`src/rtl/stereo_feedback_delay_fx_macros.svh`:
```
// ----------------------------------------------------------------------------
// Assertion macros for the stereo feedback delay
// Shared concurrent checks, clocked on clk_i and muted while rst_ni is low.
// ----------------------------------------------------------------------------
`ifndef STEREO_FEEDBACK_DELAY_FX_MACROS_SVH
`define STEREO_FEEDBACK_DELAY_FX_MACROS_SVH

// Condition must hold at every clock edge.
`define SFD_ASSERT_ALWAYS(lbl, cond, msg) \
  lbl: assert property (@(posedge clk_i) disable iff (!rst_ni) (cond)) else $error(msg);

// Trigger at one edge implies the consequence at the next edge.
`define SFD_ASSERT_NEXT(lbl, trig, cons, msg) \
  lbl: assert property (@(posedge clk_i) disable iff (!rst_ni) (trig) |=> (cons)) else $error(msg);

`endif

```
`src/rtl/sfdfx_pkg.sv`:
```
// ----------------------------------------------------------------------------
// sfdfx_pkg
// Types, constants and arithmetic helpers of the stereo feedback delay.
// ----------------------------------------------------------------------------
`default_nettype none

package sfdfx_pkg;

  localparam int unsigned GLIDE_SHIFT = 6;

  localparam logic [14:0] FB_MAX        = 15'd24576;
  localparam logic [14:0] ALPHA_RESET   = 15'd12801;
  localparam logic [19:0] TAIL_RESET    = 20'd88200;
  localparam logic [15:0] DELAY_RESET   = 16'd1;
  localparam logic signed [15:0] SAMPLE_MAX = 16'sd32767;
  localparam logic signed [15:0] SAMPLE_MIN = -16'sd32768;

  typedef enum logic [2:0] {
    REG_WET   = 3'd0,
    REG_FB    = 3'd1,
    REG_DELAY = 3'd2,
    REG_ALPHA = 3'd3,
    REG_TAIL  = 3'd4
  } reg_e;

  typedef enum logic [5:0] {
    S_IDLE = 6'b000001,
    S_RD   = 6'b000010,
    S_MUL1 = 6'b000100,
    S_ACC  = 6'b001000,
    S_MUL2 = 6'b010000,
    S_DONE = 6'b100000
  } state_e;

  // Per-item sequencing strobes from the controller to both lanes.
  typedef struct packed {
    logic load;
    logic clear;
    logic rd;
    logic mul1;
    logic acc;
    logic mul2;
    logic wr;
    logic act;
    logic on;
    logic rd_valid;
  } step_t;

  function automatic logic signed [15:0] sat16(input logic signed [33:0] v);
    logic signed [15:0] r;
    if (v > 34'(SAMPLE_MAX)) begin
      r = SAMPLE_MAX;
    end else if (v < 34'(SAMPLE_MIN)) begin
      r = SAMPLE_MIN;
    end else begin
      r = v[15:0];
    end
    return r;
  endfunction

  // Move cur toward tgt by delta/64 (toward zero), at least one step.
  function automatic logic [14:0] glide(input logic [14:0] cur, input logic [14:0] tgt);
    logic signed [16:0] delta;
    logic signed [16:0] stp;
    delta = $signed({2'b00, tgt}) - $signed({2'b00, cur});
    if (delta < 0) begin
      stp = -((-delta) >>> GLIDE_SHIFT);
    end else begin
      stp = delta >>> GLIDE_SHIFT;
    end
    if (stp == 17'sd0 && delta != 17'sd0) begin
      stp = (delta < 0) ? -17'sd1 : 17'sd1;
    end
    return cur + stp[14:0];
  endfunction

endpackage

`default_nettype wire

```
`src/rtl/sfdfx_ctrl.sv`:
```
// ----------------------------------------------------------------------------
// sfdfx_ctrl
// Registers, enable edges, gain glide, tail count, line pointers and sequencer.
// ----------------------------------------------------------------------------
`default_nettype none

module sfdfx_ctrl #(
  parameter int unsigned LINE_DEPTH = 65536,
  parameter int unsigned AW = $clog2(LINE_DEPTH)
) (
  input  wire logic             clk_i,
  input  wire logic             rst_ni,
  input  wire logic             in_valid_i,
  output logic                  in_stall_o,
  input  wire logic             effect_on_i,
  input  wire logic             out_free_i,
  output logic                  out_load_o,
  output logic                  ringing_o,
  input  wire logic             cfg_valid_i,
  input  wire logic [2:0]       cfg_index_i,
  input  wire logic [19:0]      cfg_data_i,
  output sfdfx_pkg::step_t      step_o,
  output logic [AW-1:0]         rd_addr_o,
  output logic [AW-1:0]         wr_addr_o,
  output logic [14:0]           wet_o,
  output logic [14:0]           fb_o,
  output logic [14:0]           alpha_o
);
  import sfdfx_pkg::*;

  localparam int unsigned PW = (AW > 16 ? AW : 16) + 1;

  state_e      state_q, state_d;
  logic [14:0] wet_tgt_q, fb_tgt_q, alpha_q;
  logic [15:0] delay_q;
  logic [19:0] tail_len_q, tail_q, tail_next, tail_d;
  logic [14:0] wet_now_q, fb_now_q;
  logic [AW-1:0] wp_q, rd_q, wp_eff, rd_d;
  logic        wrapped_q, wrapped_eff;
  logic        was_on_q, on_q, act_q, rdv_q, ring_q;
  logic        accept, rising, falling, active;
  logic [PW-1:0] wpx, dx, rdx;
  logic [14:0] fb_wr;
  logic [15:0] dly_wr;

  assign accept  = in_valid_i && (state_q == S_IDLE);
  assign rising  = effect_on_i && !was_on_q;
  assign falling = !effect_on_i && was_on_q;

  assign tail_next = rising ? '0 : (falling ? tail_len_q : tail_q);
  assign active    = effect_on_i || (tail_next != '0);
  assign tail_d    = (!effect_on_i && tail_next != '0) ? tail_next - 20'd1 : tail_next;

  assign wp_eff      = rising ? '0 : wp_q;
  assign wrapped_eff = rising ? 1'b0 : wrapped_q;
  assign wpx = PW'(wp_eff);
  assign dx  = PW'(delay_q);
  assign rdx = (wpx >= dx) ? wpx - dx : wpx + PW'(LINE_DEPTH) - dx;
  assign rd_d = rdx[AW-1:0];

  // Config write shaping.
  assign fb_wr = (cfg_data_i[14:0] > FB_MAX) ? FB_MAX : cfg_data_i[14:0];
  always_comb begin
    dly_wr = cfg_data_i[15:0];
    if (dly_wr == '0) begin
      dly_wr = 16'd1;
    end
    if (21'(dly_wr) >= 21'(LINE_DEPTH)) begin
      dly_wr = 16'(LINE_DEPTH - 1);
    end
  end

  always_ff @(posedge clk_i or negedge rst_ni) begin
    if (!rst_ni) begin
      wet_tgt_q  <= '0;
      fb_tgt_q   <= '0;
      delay_q    <= DELAY_RESET;
      alpha_q    <= ALPHA_RESET;
      tail_len_q <= TAIL_RESET;
    end else if (cfg_valid_i) begin
      case (cfg_index_i)
        REG_WET:   wet_tgt_q  <= cfg_data_i[14:0];
        REG_FB:    fb_tgt_q   <= fb_wr;
        REG_DELAY: delay_q    <= dly_wr;
        REG_ALPHA: alpha_q    <= cfg_data_i[14:0];
        REG_TAIL:  tail_len_q <= cfg_data_i;
        default: ;
      endcase
    end
  end

  always_comb begin
    state_d = state_q;
    case (state_q)
      S_IDLE: if (accept) state_d = active ? S_RD : S_DONE;
      S_RD:   state_d = S_MUL1;
      S_MUL1: state_d = S_ACC;
      S_ACC:  state_d = S_MUL2;
      S_MUL2: state_d = S_DONE;
      S_DONE: if (out_free_i) state_d = S_IDLE;
      default: state_d = S_IDLE;
    endcase
  end

  always_ff @(posedge clk_i or negedge rst_ni) begin
    if (!rst_ni) begin
      state_q   <= S_IDLE;
      was_on_q  <= 1'b0;
      on_q      <= 1'b0;
      act_q     <= 1'b0;
      rdv_q     <= 1'b0;
      ring_q    <= 1'b0;
      tail_q    <= '0;
      wet_now_q <= '0;
      fb_now_q  <= '0;
      wp_q      <= '0;
      wrapped_q <= 1'b0;
      rd_q      <= '0;
    end else begin
      state_q <= state_d;
      if (accept) begin
        was_on_q <= effect_on_i;
        on_q     <= effect_on_i;
        act_q    <= active;
        rdv_q    <= wrapped_eff || (rd_d < wp_eff);
        rd_q     <= rd_d;
        ring_q   <= active && (tail_d != '0);
        tail_q   <= active ? tail_d : tail_next;
        if (rising) begin
          wp_q      <= '0;
          wrapped_q <= 1'b0;
        end
        if (active) begin
          wet_now_q <= glide(rising ? wet_tgt_q : wet_now_q, wet_tgt_q);
          fb_now_q  <= glide(rising ? fb_tgt_q : fb_now_q, fb_tgt_q);
        end
      end
      // Advance the write pointer once the line entry is stored.
      if (state_q == S_DONE && out_free_i && act_q) begin
        if (wp_q == AW'(LINE_DEPTH - 1)) begin
          wp_q      <= '0;
          wrapped_q <= 1'b1;
        end else begin
          wp_q <= wp_q + 1'b1;
        end
      end
    end
  end

  assign in_stall_o = (state_q != S_IDLE);
  assign out_load_o = (state_q == S_DONE) && out_free_i;
  assign ringing_o  = ring_q;
  assign rd_addr_o  = rd_q;
  assign wr_addr_o  = wp_q;
  assign wet_o      = wet_now_q;
  assign fb_o       = fb_now_q;
  assign alpha_o    = alpha_q;

  always_comb begin
    step_o.load     = accept;
    step_o.clear    = accept && rising;
    step_o.rd       = (state_q == S_RD);
    step_o.mul1     = (state_q == S_MUL1);
    step_o.acc      = (state_q == S_ACC);
    step_o.mul2     = (state_q == S_MUL2);
    step_o.wr       = out_load_o && act_q;
    step_o.act      = act_q;
    step_o.on       = on_q;
    step_o.rd_valid = rdv_q;
  end

`include "stereo_feedback_delay_fx_macros.svh"

  `SFD_ASSERT_ALWAYS(a_state_onehot, $onehot(state_q), "sequencer state not one-hot")
  `SFD_ASSERT_ALWAYS(a_delay_range, delay_q != '0 && 21'(delay_q) < 21'(LINE_DEPTH), "bad delay")
  `SFD_ASSERT_NEXT(a_done_leaves, (state_q == S_DONE) && out_free_i, state_q == S_IDLE, "done held")
  `SFD_ASSERT_NEXT(a_pass_no_ring, accept && !active, !ring_q && (state_q == S_DONE), "idle ringing")

endmodule

`default_nettype wire

```
`config.mk`:
```
export PLATFORM = sky130hd
export DESIGN_NAME = sfdfx_ctrl
export DESIGN_NICKNAME = d
export VERILOG_FILES = /design/src/rtl/sfdfx_pkg.sv /design/src/rtl/sfdfx_ctrl.sv
export VERILOG_INCLUDE_DIRS = /design/src /design/src/rtl
export SDC_FILE = /design/constraint.sdc
export NUM_CORES = 1
export LEC_CHECK = 0
export BUFFER_PORTS_ARGS = -buffer_cell sky130_fd_sc_hd__buf_2
export CELL_PAD_IN_SITES_DETAIL_PLACEMENT = 0
export CELL_PAD_IN_SITES_GLOBAL_PLACEMENT = 1
export CORE_ASPECT_RATIO = 0.8
export CORE_MARGIN = 2
export CORE_UTILIZATION = 40
export CTS_CLUSTER_DIAMETER = 150
export CTS_CLUSTER_SIZE = 20
export DETAILED_ROUTE_END_ITERATION = 12
export PLACE_DENSITY_LB_ADDON = 0.1
export SLEW_MARGIN = 20
export SYNTH_ARGS = -nofsm -noshare
export SYNTH_HDL_FRONTEND = slang
export SYNTH_SLANG_ARGS = --single-unit
```
`constraint.sdc`:
```
create_clock -name clk_i -period 10 [get_ports clk_i]
set_input_delay 2 -clock clk_i [delete_from_list [all_inputs] [get_ports clk_i]]
set_output_delay 2 -clock clk_i [all_outputs]
set_load 0.1 [all_outputs]
```
==> impl_metrics.toml, run 1 <==
[setup_path]
reg2reg_from = "on_q"
reg2regPathDepth = 33
r2r_slack_ns = 1.99
worstPathRequired_ns = 10.37
crit_buf_inv = 4
timing.rr.end = "wet_o[14]"
startpoint = "effect_on_i"
cpPeakStageDelay_ns = 0.53
path_max_fanout = 9
cp_common_cell = "ha_1"
path_delay_family = "compound AO/OA/AOI/OAI gates"
crit_cells = 34
slowest_stage = "xor2_1"
startpoint_type = "primary input"
crit_type = "in -> reg"
cp.arrival_ns = 9.61
crit_end = "wet_o[14]"
cp-end-kind = "flop"

[sta]
grt_setup_unrepaired = "false"
max_freq_mhz = 108.3
fin_setup_tns_ns = 0
hold_viol = 0
final_max_slew_viol_count = 0
fin_worst_skew_ns = 0.01212
post-route-period-util_pct = 92.36
relSlewSlack_pct = 31.80
min_period_ns = 9.236
setup_viol = 0
tightest_slew_ns = 1.022

[hold_path]
holdCritPathClass = "reg -> reg"

[global_route]
overflow = 0
grt_max_degree = 107
grt_util_all_layers_pct = 23.57
antenna_found_initial = 0
grt_pass1_vias = 12780
grt_pass1_wl_um = 71130

[logic_synthesis]
synth_common_cells = "298 x nand2_1, 162 x dfrtp_1, 144 x o21ai_0"
synth-seq-cells = 174
synth.most_common_cell = "nand2_1"
ys.flop_type = "dfrtp_1"
synth_area_leaders = "dfrtp_1 28%, nand2_1 7.6%, ha_1 6.5%, o21ai_0 4.9%, xnor2_1 4.3%"
yosysUniqueCellTypes = 114
synth_warnings = 0
synth-async-reset-ratio_pct = 100.0
synth_edf_count = 0
syn_nets = 1907
syn_area_per_cell_um2 = 8.169
netlist_area_um2 = 14710
synth_top_cell_area_share_pct = 27.56
yosysSeqAreaShare_pct = 29.70
yosysTopAreaCell = "dfrtp_1"
synthCells = 1801

[clock_network]
clkSinkCount = 174
cts.path.max_buffers = 2
cts_setup_buffers = 0
cts_root_buffer = "clkbuf_16"
clk_pin_slew_ns = 0.07
ctsResizeCount = 0
cts_tree = "built"
clk_latency_ns = 0.46
numCtsBuffers = 17
htreeDepth = 4
hold_buffers = 0

[drt]
antenna_left = 0
via_per_inst = 5.620
vias = 13350
wirelength_um = 44560
drc = 0
drt_pre_antenna_iters = 5
routedWlPerCell_um = 18.76
first_iter_violations = 919

[floorplan]
start_util_pct = 40.78
chipWidth_um = 218.4
dieArea_um2 = 38340
rows = 62
core_area_um2 = 36070
num_io_pins = 119
die-height_um = 175.5

[cells_and_area]
fin_nets = 1988
antenna_cells = 0
multiInputGateArea_um2 = 9599
fin_cells = 2375
syn_to_final_growth_pct = 11.30
drive_above_1_share_pct = 15.20
nFillCells = 3651
seqCellArea_um2 = 4369

[run]
drv_cap = 0

[placement]
place_inst = 2343
place.gp.congestion = 0.8578
place_hpwl_um = 33430
port_buffers = 118

[status]
outcome = "complete, no violations"
[worst min-delay path: stages (launching register included)]
cell and delay, ns:
dfrtp_1 0.34, nand2_1 0.05, nand2_1 0.05
[metal layers]
| metal | share of wire, % | track usage [%] | wire, um | vias up |
|---|---|---|---|---|
| li1 | - | - | - | 6582 |
| met1 | 51 | 34.37 | 22710 | 6467 |
| met2 | 44 | 36.21 | 19430 | 261 |
| met3 | 4.0 | 3.861 | 1787 | 37 |
| met4 | 1.4 | 5.641 | 625 | 0 |
| met5 | 0 | 0 | 0 | - |
[stage by stage]
| stage | util (%) | hold slack, ns | worst slack, ns | cell area [um^2] |
|---|---|---|---|---|
| 3_3_place_gp | 43.51 | 0.4529 | 0.5597 | 15690 |
| 4_1_cts | 45.37 | 0.4772 | 0.8070 | 16370 |
| 2_1_floorplan | - | 0.4498 | 0.1597 | 14710 |
| 6_report | 45.39 | 0.4686 | 0.7642 | 16370 |
| 3_5_place_dp | 43.51 | 0.4580 | 0.3198 | 15690 |
| 5_1_grt | 45.39 | 0.5166 | 0.03453 | 16370 |
[cell families (layout without fill, tap and decap cells)]
| family | Yosys count | count (layout) | synth area share [%] |
|---|---|---|---|
| simple gates | 693 | 693 | 22.84 |
| compound gates | 469 | 469 | 22.07 |
| buf+inv | 182 | 276 | 5.222 |
| flops | 174 | 174 | 29.70 |
| xor+xnor | 113 | 113 | 6.778 |
| fa+ha+maj | 89 | 89 | 7.442 |
| mux | 81 | 81 | 5.945 |
[how the worst min path moves through the flow]
stage	slack, ns	depth (start not counted)	endpoint	start
after floorplan	0.45	2	wrapped_q	wrapped_q
after global placement	0.45	2	rd_addr_o[10]	rd_addr_o[10]
after detailed placement	0.46	2	rd_addr_o[3]	rd_addr_o[3]
after CTS	0.48	2	rd_addr_o[10]	rd_addr_o[10]
after global routing	0.52	2	rd_addr_o[8]	rd_addr_o[8]
final	0.47	2	rd_addr_o[10]	rd_addr_o[10]
[layout by cell type (no fill, tap or decap), types with 23 or more instances in the layout]
cell type / count
a21oi_1: 84
buf_2: 117
dfrtp_1: 162
ha_1: 76
inv_1: 108
mux2_2: 51
mux2i_1: 30
nand2_1: 296
nand2b_1: 23
nand3_1: 34
nor2_1: 126
nor2b_1: 25
nor3_1: 36
o21a_1: 30
o21ai_0: 143
xnor2_1: 72
xor2_1: 40
[sequential cells by signal, indices dropped and copies added, names as in the netlist, 16 cells and up]
name        cells
wr_addr_o      16
delay_q        16
tail_len_q     20
tail_q         20
rd_addr_o      16
[cell type report]
type	instances	share of cell area [%]
Clock buffer	18	2.621
Clock inverter	14	1.490
Inverter	110	2.522
Multi-Input combinational cell	1445	58.62
Sequential cell	174	26.68
Tap cell	480	3.668
Timing Repair Buffer	134	4.394
Power of run 1 is left out: the tool's default activity adds up to more than one toggle a clock period on the data nets, which glitch-free logic cannot reach.
==> run 2: changes to the inputs <==
- CORE_UTILIZATION: 40 -> 30
==> run 2 against run 1 <==
Compared with the run above:
- register-to-register slack better by 0.15 ns
- die area rose by 33%
- sequential share of layout area is 0.25 points lower
- wire length up 6.9%
- global-route usage fell by 4.6 points
- setup slack gained 0.12 ns
==> impl_metrics.toml, run 2 (synthesis gave the netlist of run 1 again) <==
[cells_and_area]
multiInputGateArea_um2 = 9598
syn_to_final_growth_pct = 12.36
seqCellArea_um2 = 4369
mostFrequentLayoutCells = "296 x nand2_1, 162 x dfrtp_1, 143 x o21ai_0"
fin_util_pct = 34.17
largest_registers = "tail_len_q: 20 flops, tail_q: 20 flops"
finalInstanceArea_um2 = 16530
drive_above_1_share_pct = 15.20
fin_nets = 1988
nFillCells = 5121
final_common_cell = "nand2_1"

[clock_network]
clk_latency_ns = 0.47
cts.path.max_buffers = 2
cts_root_buffer = "clkbuf_16"
ctsResizeCount = 0
clkSinkCount = 174
numCtsBuffers = 17
clk_pin_slew_ns = 0.08
hold_buffers = 0
htreeDepth = 4
cts_setup_buffers = 0
cts_tree = "built"

[floorplan]
chipWidth_um = 251.6
rows = 72
dieArea_um2 = 50840
num_io_pins = 119
start_util_pct = 30.41
die-height_um = 202.1
core_area_um2 = 48380

[drt]
first_iter_violations = 698
routedWlPerCell_um = 18.86
wirelength_um = 47630
drt_pre_antenna_iters = 5
drc = 0
antenna_left = 0
via_per_inst = 5.242
vias = 13240

[global_route]
grt_pass1_wl_um = 75780
antenna_found_initial = 1
grt_pass1_vias = 13200
overflow = 0
grt_max_degree = 108
grt_util_all_layers_pct = 18.98

[setup_path]
cp_common_cell = "ha_1"
crit_type = "in -> reg"
slowest_stage = "nor4_4"
cp.arrival_ns = 9.50
worstPathRequired_ns = 10.38
cp-end-kind = "flop"
startpoint_type = "primary input"
cpPeakStageDelay_ns = 0.52
path_max_fanout = 12

[sta]
fin_setup_tns_ns = 0
fin_worst_skew_ns = 0.01592
hold_viol = 0
post-route-period-util_pct = 91.18
final_max_slew_viol_count = 0
max_freq_mhz = 109.7
relSlewSlack_pct = 30.11
setup_viol = 0
grt_setup_unrepaired = "false"
fin_ws_ns = 0.8816
tightest_slew_ns = 1.044
min_period_ns = 9.118

[placement]
placed_area_um2 = 15880
dp_slack_ns = 0.4198
place_hpwl_um = 35910
place.gp.congestion = 0.8555
port_buffers = 118

[status]
outcome = "complete, no violations"

[run]
drv_cap = 0

[hold_path]
holdCritPathClass = "reg -> reg"
[run 2: final cells by class]
cell class / count / area share [%]
Tap cell: 629 / 4.761
Timing Repair Buffer: 134 / 4.352
Clock buffer: 18 / 2.657
Multi-Input combinational cell: 1445 / 58.07
Inverter: 110 / 2.498
Antenna cell: 2 / 0.03028
Clock inverter: 14 / 1.204
Sequential cell: 174 / 26.43
[run 2: path summary, 6_finish.rpt]
| kind | cells past startpoint | from | to | slack (ns) |
|---|---|---|---|---|
| min | 2 | rd_addr_o[11] | rd_addr_o[11] | 0.47 |
| max in group asynchronous | 2 | rst_ni | fb_o[6] | 6.85 |
| max reg2reg | 29 | on_q | wet_o[14] | 2.14 |
| min in group asynchronous | 1 | rst_ni | alpha_o[14] | 1.64 |
| max | 30 | effect_on_i | wet_o[14] | 0.88 |
| min reg2reg | 2 | rd_addr_o[11] | rd_addr_o[11] | 0.47 |
[run 2: stage by stage]
stage          hold WS, ns  instances
2_1_floorplan       0.4498       1801
3_3_place_gp        0.4551       2492
3_5_place_dp        0.4569       2492
4_1_cts             0.4824       2524
5_1_grt             0.5013       2524
6_report            0.4726       2526
[run 2: critical path: cells and delay by family]
family | cells | cell delay [ns]
XOR/XNOR | 2 | 0.32
AND/OR/NAND/NOR | 9 | 2.89
buffers and inverters | 2 | 0.25
AO/OA/AOI/OAI | 13 | 2.89
adder cells (fa/ha/maj) | 4 | 1.12
[run 2: per-layer routing]
metal	routed length [um]	global-route usage, %	up-vias	part of all wire [%]
met4	814	4.953	0	1.7
li1	-	-	6586	-
met1	24520	27.32	6395	51
met3	1386	2.576	45	2.9
met5	0	0	-	0
met2	20910	29.77	215	44
Power of run 2 is left out for the same reason.
==> run 3: changes to the inputs <==
- CORE_ASPECT_RATIO: 0.8 -> not set
==> run 3 against run 2 <==
Compared with the run above:
- global-route usage grew 0.54 points
- first-iteration DRC count up 18%
- critical path depth increased by 3
- flip-flop and latch count is the same
- setup slack better by 0.28 ns
- count of clock-buffer cells in the layout rose by 1
- cell count fell by 0.24%
- clock skew rose by 0.0015 ns
- core utilization decreased by 0.26 points
- die area about the same
- critical path type unchanged
- critical endpoint unchanged
==> impl_metrics.toml, run 3 (synthesis gave the netlist of run 1 again) <==
[setup_path]
path_max_fanout = 12
startpoint = "effect_on_i"
cpPeakStageDelay_ns = 0.55
startpoint_type = "primary input"
cp-end-kind = "flop"
worstPathRequired_ns = 10.40
slowest_stage = "nor4_4"
cp.arrival_ns = 9.24
crit_type = "in -> reg"
cp_common_cell = "ha_1"
reg2reg_from = "on_q"

[clock_network]
ctsResizeCount = 0
numCtsBuffers = 17
htreeDepth = 4
cts.path.max_buffers = 2
hold_buffers = 0
cts_tree = "built"
cts_setup_buffers = 0
clk_latency_ns = 0.49
cts_root_buffer = "clkbuf_16"
clkSinkCount = 174
clk_pin_slew_ns = 0.07

[floorplan]
chipWidth_um = 225.4
num_io_pins = 119
die-height_um = 225.4
start_util_pct = 30.24
core_area_um2 = 48650
rows = 81
dieArea_um2 = 50830

[sta]
grt_setup_unrepaired = "false"
hold_viol = 0
final_max_slew_viol_count = 0
relSlewSlack_pct = 29.48
hold-worst-slack_ns = 0.4751
fin_setup_tns_ns = 0
max_freq_mhz = 113.1
min_period_ns = 8.842
tightest_slew_ns = 1.055
post-route-period-util_pct = 88.42
setup_viol = 0
fin_worst_skew_ns = 0.01741

[drt]
drc = 0
routedWlPerCell_um = 19.02
first_iter_violations = 826
drt_pre_antenna_iters = 5
via_per_inst = 5.231
vias = 13180
wirelength_um = 47930
antenna_left = 0

[cells_and_area]
syn_to_final_growth_pct = 12.11
fin_nets = 1990
drive_above_1_share_pct = 15.23
mostFrequentLayoutCells = "296 x nand2_1, 162 x dfrtp_1, 143 x o21ai_0"
largest_registers = "tail_len_q: 20 flops, tail_q: 20 flops"
finalInstanceArea_um2 = 16490
final_common_cell = "nand2_1"

[hold_path]
holdCritPathClass = "reg -> reg"
worstHoldStart = "rd_addr_o[10]"

[global_route]
overflow = 0
grt_pass1_vias = 13000
grt_util_all_layers_pct = 19.51
grt_pass1_wl_um = 76160
antenna_found_initial = 3
grt_max_degree = 101

[placement]
port_buffers = 118
placed_area_um2 = 15890
place.gp.congestion = 0.8617
place_hpwl_um = 36340

[status]
outcome = "complete, no violations"

[run]
drv_cap = 0
run 3: path summary, 6_finish.rpt:
check                                 to  slack [ns]  cells after the start
setup / recovery               wet_o[14]        1.16                     33
hold / removal             rd_addr_o[10]        0.48                      2
setup reg to reg                fb_o[14]        2.08                     26
hold reg to reg            rd_addr_o[10]        0.48                      2
max in group asynchronous  rd_addr_o[13]        7.11                      2
min in group asynchronous       wet_o[7]        1.58                      1
run 3: layout make-up:
| class | count | area [um^2] |
|---|---|---|
| fill | 5158 | 32150 |
| multi-input combinational | 1445 | 9604 |
| sequential | 174 | 4369 |
| tap | 622 | 778.2 |
| timing repair buffer | 136 | 738.2 |
| clock buffer | 19 | 432.9 |
| inverter | 110 | 412.9 |
| clock inverter | 13 | 155.1 |
| antenna | 1 | 2.502 |
run 3: metal layers:
layer,global-route usage (%),vias to the layer above,share of wire (%)
met1,27.40,6280,49
met2,29.73,264,44
met4,6.302,2,2.5
met5,0,-,0.025
met3,4.120,52,3.9
li1,-,6583,-
run 3: metrics by stage:
step	setup slack, ns	utilization (%)	std cells
final	1.158	33.90	2520
after global routing	0.3818	33.90	2519
after CTS	1.185	33.87	2519
after detailed placement	0.6315	32.66	2487
after global placement	0.8599	32.66	2487
after floorplan	0.1597	-	1801
run 3: worst max-delay path, delay by kind of cell:
family                     cells  cell delay, ns
AOI/OAI and AO/OA             16            3.96
xor gates and xnor gates       1            0.18
adders and majority gates      5            1.17
buffers and inverters          4            0.47
muxes                          1            0.16
and+or+nand+nor                6            1.27
Power of run 3 is left out for the same reason.
